**config.mk**
```make
export PLATFORM = sky130hd
export DESIGN_NAME = spcm_controller
export DESIGN_NICKNAME = d
export VERILOG_FILES = /design/src/hdl/spcm_pkg.sv /design/src/hdl/spcm_controller.sv
export SDC_FILE = /design/constraint.sdc
export NUM_CORES = 1
export LEC_CHECK = 0
export CORE_MARGIN = 2
export CORE_UTILIZATION = 45
export CTS_BUF_LIST = sky130_fd_sc_hd__clkbuf_4 sky130_fd_sc_hd__clkbuf_8
export DETAILED_ROUTE_END_ITERATION = 8
export DONT_BUFFER_PORTS = 1
export PLACE_DENSITY_LB_ADDON = 0.1
export SLEW_MARGIN = 20
export SYNTH_ARGS = -nofsm -noshare
export SYNTH_HDL_FRONTEND = slang
export SYNTH_SLANG_ARGS = --single-unit
export TNS_END_PERCENT = 5
```
**constraint.sdc**
```tcl
create_clock -name clk -period 1.8 [get_ports clk]
set_clock_uncertainty 0.05 [all_clocks]
set_input_delay 0.09 -clock clk [delete_from_list [all_inputs] [get_ports clk]]
set_output_delay 0.09 -clock clk [all_outputs]
set_load 0.01 [all_outputs]
```
**src/hdl/spcm_pkg.sv**
```systemverilog
`default_nettype none
package spcm_pkg;

  localparam int MAX_WINDOW_DEF  = 4096;
  localparam int SAMPLE_BITS_DEF = 16;
  localparam int CFG_BITS        = 13;
  localparam int WINDOW_RESET    = 1024;
  localparam int OUT_BITS        = 16;
  localparam int NORM_BITS       = 48;
  localparam int QUO_BITS        = 16;
  localparam int MAC_STEPS       = 6;
  localparam logic [OUT_BITS-1:0] Q_FULL = 16'h8000;
  localparam logic [OUT_BITS-1:0] Q_MAX  = 16'h7FFF;

  typedef enum logic [3:0] {
    OP_NONE, OP_LOAD, OP_FETCH, OP_MUL, OP_ZERO, OP_PINIT, OP_PSTEP,
    OP_SINIT, OP_SSTEP, OP_NORM, OP_DINIT, OP_DSTEP, OP_FINISH
  } op_t;

  typedef struct packed {
    op_t        op;
    logic [2:0] step;
  } dp_cmd_t;

  typedef struct packed {
    logic zero_energy;
    logic need_norm;
    logic root_zero;
    logic out_busy;
  } dp_stat_t;

  typedef enum logic [3:0] {
    ST_IDLE, ST_FETCH, ST_MAC, ST_CHK, ST_PMUL, ST_SINIT, ST_SQRT,
    ST_NORM, ST_DINIT, ST_DIV, ST_DONE
  } state_t;

  // width of one energy sum: square of a sample times the window depth
  function automatic int energy_bits(input int sb, input int mw);
    return 2 * sb - 1 + $clog2(mw);
  endfunction

endpackage
`default_nettype wire

```
**src/hdl/spcm_controller.sv**
```systemverilog
`default_nettype none
module spcm_controller #(
  parameter int MAX_WINDOW  = spcm_pkg::MAX_WINDOW_DEF,
  parameter int SAMPLE_BITS = spcm_pkg::SAMPLE_BITS_DEF
) (
  input  wire logic          clk,
  input  wire logic          rst_n,
  input  wire logic          in_valid,
  output logic               in_stall,
  input  spcm_pkg::dp_stat_t stat,
  output spcm_pkg::dp_cmd_t  cmd
);

  localparam int EW   = spcm_pkg::energy_bits(SAMPLE_BITS, MAX_WINDOW);
  localparam int CNTW = $clog2(EW + 1);

  spcm_pkg::state_t state_r, state_nxt;
  logic [CNTW-1:0]  cnt_r, cnt_nxt;

  always_ff @(posedge clk) begin
    if (!rst_n) begin
      state_r <= spcm_pkg::ST_IDLE;
      cnt_r   <= '0;
    end else begin
      state_r <= state_nxt;
      cnt_r   <= cnt_nxt;
    end
  end

  always_comb begin
    state_nxt = state_r;
    cnt_nxt   = cnt_r;
    cmd.op    = spcm_pkg::OP_NONE;
    cmd.step  = cnt_r[2:0];
    in_stall  = 1'b1;
    unique case (state_r)
      spcm_pkg::ST_IDLE: begin
        in_stall = 1'b0;
        if (in_valid) begin
          cmd.op    = spcm_pkg::OP_LOAD;
          state_nxt = spcm_pkg::ST_FETCH;
        end
      end
      spcm_pkg::ST_FETCH: begin
        cmd.op    = spcm_pkg::OP_FETCH;
        cnt_nxt   = '0;
        state_nxt = spcm_pkg::ST_MAC;
      end
      spcm_pkg::ST_MAC: begin
        cmd.op  = spcm_pkg::OP_MUL;
        cnt_nxt = cnt_r + 1'b1;
        if (cnt_r == CNTW'(spcm_pkg::MAC_STEPS)) state_nxt = spcm_pkg::ST_CHK;
      end
      spcm_pkg::ST_CHK: begin
        cnt_nxt = '0;
        if (stat.zero_energy) begin
          cmd.op    = spcm_pkg::OP_ZERO;
          state_nxt = spcm_pkg::ST_DONE;
        end else begin
          cmd.op    = spcm_pkg::OP_PINIT;
          state_nxt = spcm_pkg::ST_PMUL;
        end
      end
      spcm_pkg::ST_PMUL: begin
        cmd.op  = spcm_pkg::OP_PSTEP;
        cnt_nxt = cnt_r + 1'b1;
        if (cnt_r == CNTW'(EW - 1)) state_nxt = spcm_pkg::ST_SINIT;
      end
      spcm_pkg::ST_SINIT: begin
        cmd.op    = spcm_pkg::OP_SINIT;
        cnt_nxt   = '0;
        state_nxt = spcm_pkg::ST_SQRT;
      end
      spcm_pkg::ST_SQRT: begin
        cmd.op  = spcm_pkg::OP_SSTEP;
        cnt_nxt = cnt_r + 1'b1;
        if (cnt_r == CNTW'(EW - 1)) state_nxt = spcm_pkg::ST_NORM;
      end
      spcm_pkg::ST_NORM: begin
        if (stat.need_norm) cmd.op = spcm_pkg::OP_NORM;
        else state_nxt = spcm_pkg::ST_DINIT;
      end
      spcm_pkg::ST_DINIT: begin
        cmd.op    = spcm_pkg::OP_DINIT;
        cnt_nxt   = '0;
        state_nxt = stat.root_zero ? spcm_pkg::ST_DONE : spcm_pkg::ST_DIV;
      end
      spcm_pkg::ST_DIV: begin
        cmd.op  = spcm_pkg::OP_DSTEP;
        cnt_nxt = cnt_r + 1'b1;
        if (cnt_r == CNTW'(spcm_pkg::QUO_BITS - 1)) state_nxt = spcm_pkg::ST_DONE;
      end
      spcm_pkg::ST_DONE: begin
        // hold until the previous beat has left the output register
        if (!stat.out_busy) begin
          cmd.op    = spcm_pkg::OP_FINISH;
          state_nxt = spcm_pkg::ST_IDLE;
        end
      end
      default: state_nxt = spcm_pkg::ST_IDLE;
    endcase
  end

endmodule
`default_nettype wire

```
==> run summary <==
Fmax - 0.595 GHz
worst voltage drop across the vdd grid - 0.994 mV
Std-Cell Rows - 16
leading cell types in the layout, fill and taps excluded - sky130_fd_sc_hd__buf_4 (14), sky130_fd_sc_hd__nand2_1 (9), sky130_fd_sc_hd__nor2_1 (8), sky130_fd_sc_hd__a21oi_1 (7), sky130_fd_sc_hd__nand2b_1 (6)
largest net degree at the start of global routing - 16
area taken by flip-flops and latches - 219 um^2
number of clock buffers inserted by TritonCTS - 3
most frequent standard cell in the layout excluding fill and tap cells - sky130_fd_sc_hd__buf_4
remaining antenna violation count after routing - 0
horizontal die dimension - 48.6 um
clock latency on the worst-skew pair - 0.26 ns
count of input and output buffers - 0
final-layout setup total negative slack - 0 ns
met3 Use GR - 0.0525
average instance area after synthesis - 7.57 um^2
area share of and/or/nand/nor cells after synthesis - 0.293
P per Cell Area - 1520 mW/mm^2
footprint of the multi-input gates - 676 um^2
standard cell core area - 0.00192 mm^2
adder and majority cell fraction of the synthesized area - 0.0280
Critical Path RT - 1.92 ns
Arrival @ worst endpoint - 1.81 ns
Period minus WS final - 1.68 ns
type of the tightest min-delay check - primary input to register
DRC Markers - 0
startpoint kind of the worst setup timing path - register
final weighted congestion in routability-driven placement - 0.774
largest family of logic cells by synthesized area - compound AO/OA/AOI/OAI gates
post-synthesis compound-gate area fraction - 0.336
Critical Path End Type - register
met1 usage in global routing - 0.235
deepest clock path buffer count - 2
multiplexer share of the synthesized area - 0.0112
total global-route track usage - 0.185
router iterations before antenna repair - 2
number of max-cap violations - 0
proportion of synthesized flip-flops having asynchronous set or reset - 0
Mapped Area - 893 um^2
Die Span Y - 48.6 um
Max Slew Vio Count - 0
number of enable-type register cells in the synthesized netlist - 0
layer with the highest usage - met2
count of synthesis-stage warnings from yosys - 0
first-pass GRT wire length - 3520 um
worst slack, placed - 0.0242 ns
antenna diode count - 0
Final Hold Violating Endpoints - 0
kind of critical path - register to register
initial core utilization - 0.465
drt via density - 5.73
Seq/Total Area, Yosys - 0.224
leakage component of the power - 0.407 nW
IO Count - 15
status - complete, no violations
area of the die - 0.00236 mm^2
area share of xor/xnor cells in the synthesized design - 0.00980
final routed wirelength across all metal layers - 2110 um
Primary FF master, synth - sky130_fd_sc_hd__dfxtp_1
number of instances in the synthesized netlist - 118
maximum fanout along the worst path - 4
leftover overflow at the end of global routing - 0
clock-pin slew reported for the worst setup and hold paths after clock tree synthesis - 0.06 ns
number of vias after detailed routing - 876
RSZ-0062 raised after global routing - false
clock tree from TritonCTS - yes
Slew Limit Headroom - 0.698
Num Clock Sinks - 10
layout overhead on the synthesized area - 23.0%
number of global-route vias before repair - 791
worst slew pin tran - 0.453 ns
met2 usage in global routing - 0.303
flip-flop and latch count after synthesis - 10
CTS H-Tree Depth - 1
Initial DRC Count - 8
root buffer selected by CTS - sky130_fd_sc_hd__clkbuf_4
half-perimeter wire length of the detailed placement result - 1550 um
fill cell count - 207
routed wire length per instance - 13.8 um
post-layout util - 0.572
antenna violations before repair - 0
# nets final - 137
Syn Nets - 127
final worst-path cycle share - 0.934
count of distinct cell types in the synthesized netlist - 45
final critical-path setup slack - 0.118 ns
fraction of layout instances using a drive strength above 1 - 0.302
total setup violations reported at the end of the flow - 0
logic make-up after synthesis:
group	count (synthesis)
flip-flops	10
adder cells (fa/ha/maj)	2
AND/OR/NAND/NOR	46
XOR/XNOR	1
multiplexers	1
buffers and inverters	16
AO/OA/AOI/OAI	42
metrics by stage:
stage / instance area (um^2) / total power, mW / cells / hold WS [ns]
detailed placement: 963 / 1.39 / 148 / 0.163
finish: 1100 / 1.67 / 153 / 0.117
floorplan: 893 / 1.14 / 118 / 0.157
CTS: 996 / 1.54 / 152 / 0.118
global route: 1100 / 1.83 / 153 / 0.143
global placement: 963 / 1.38 / 148 / 0.163
what timing repair did:
| item | 4_1_cts | 5_1_grt |
|---|---|---|
| setup buffers | 0 | 2 |
| endpoints found under the hold margin | 10 | 0 |
| endpoints found under the setup margin | 0 | 10 |
| hold buffers | 1 | 0 |
| resized for setup | 0 | 26 |
cell usage after synthesis (2+ instances only):
cell | number | area share
sky130_fd_sc_hd__or3_1 | 3 | 0.021
sky130_fd_sc_hd__a21oi_1 | 8 | 0.045
sky130_fd_sc_hd__ha_1 | 2 | 0.028
sky130_fd_sc_hd__clkbuf_1 | 3 | 0.013
sky130_fd_sc_hd__dfxtp_1 | 10 | 0.22
sky130_fd_sc_hd__nand2b_1 | 6 | 0.042
sky130_fd_sc_hd__o211ai_1 | 2 | 0.017
sky130_fd_sc_hd__nand2_1 | 9 | 0.038
sky130_fd_sc_hd__nor3_1 | 3 | 0.017
sky130_fd_sc_hd__and3_1 | 2 | 0.014
sky130_fd_sc_hd__o21ai_1 | 4 | 0.022
sky130_fd_sc_hd__or3b_1 | 2 | 0.020
sky130_fd_sc_hd__o21ai_0 | 5 | 0.028
sky130_fd_sc_hd__a21boi_1 | 5 | 0.042
sky130_fd_sc_hd__a21o_1 | 2 | 0.017
sky130_fd_sc_hd__inv_1 | 5 | 0.021
sky130_fd_sc_hd__nor2b_1 | 2 | 0.014
sky130_fd_sc_hd__o21a_1 | 2 | 0.017
sky130_fd_sc_hd__a211oi_1 | 3 | 0.025
sky130_fd_sc_hd__nor2_1 | 8 | 0.034
sky130_fd_sc_hd__nand3_1 | 3 | 0.017
sky130_fd_sc_hd__buf_4 | 5 | 0.042
sky130_fd_sc_hd__o22ai_1 | 2 | 0.014
area by class of cell:
cell class,count,area share
Tap cell,27,0.0308
Inverter,5,0.0194
Multi-Input combinational cell,92,0.615
Timing Repair Buffer,16,0.115
Clock buffer,3,0.0205
Sequential cell,10,0.199
registers in the layout, indices dropped and copies added, names as in the netlist:
signal / count
cnt_r: 6
state_r: 4
final timing paths:
check / start / endpoint / slack [ns] / depth (start not counted)
worst max-delay path: cnt_r[0] / state_r[1] / 0.12 / 7
worst min-delay path: stat[1] / state_r[0] / 0.12 / 4
worst max register to register: cnt_r[0] / state_r[1] / 0.12 / 7
worst min register to register: cnt_r[5] / cnt_r[5] / 0.45 / 2
report_power, final:
group          leakage, nW  switching, mW  internal, mW
clock network       0.0138         0.0713        0.0770
logic                0.308          0.582         0.511
registers           0.0857          0.127         0.297
total                0.407          0.781         0.885
routing by layer:
metal / up-vias / wire length, um / share of wire
met5: - / 0 / 0
met4: 0 / 22 / 0.010
met2: 14 / 1050 / 0.50
li1: 444 / - / -
met3: 4 / 104 / 0.049
met1: 414 / 935 / 0.44
worst max-delay path, cell delays in order (launching register included):
cell and delay (ns):
sky130_fd_sc_hd__dfxtp_4 0.38, sky130_fd_sc_hd__inv_4 0.05, sky130_fd_sc_hd__ha_4 0.15, sky130_fd_sc_hd__nand4bb_1 0.12, sky130_fd_sc_hd__a211oi_2 0.09, sky130_fd_sc_hd__or3_1 0.38
sky130_fd_sc_hd__o221a_1 0.16, sky130_fd_sc_hd__a221oi_2 0.20
(Power assumes the default switching activity.)
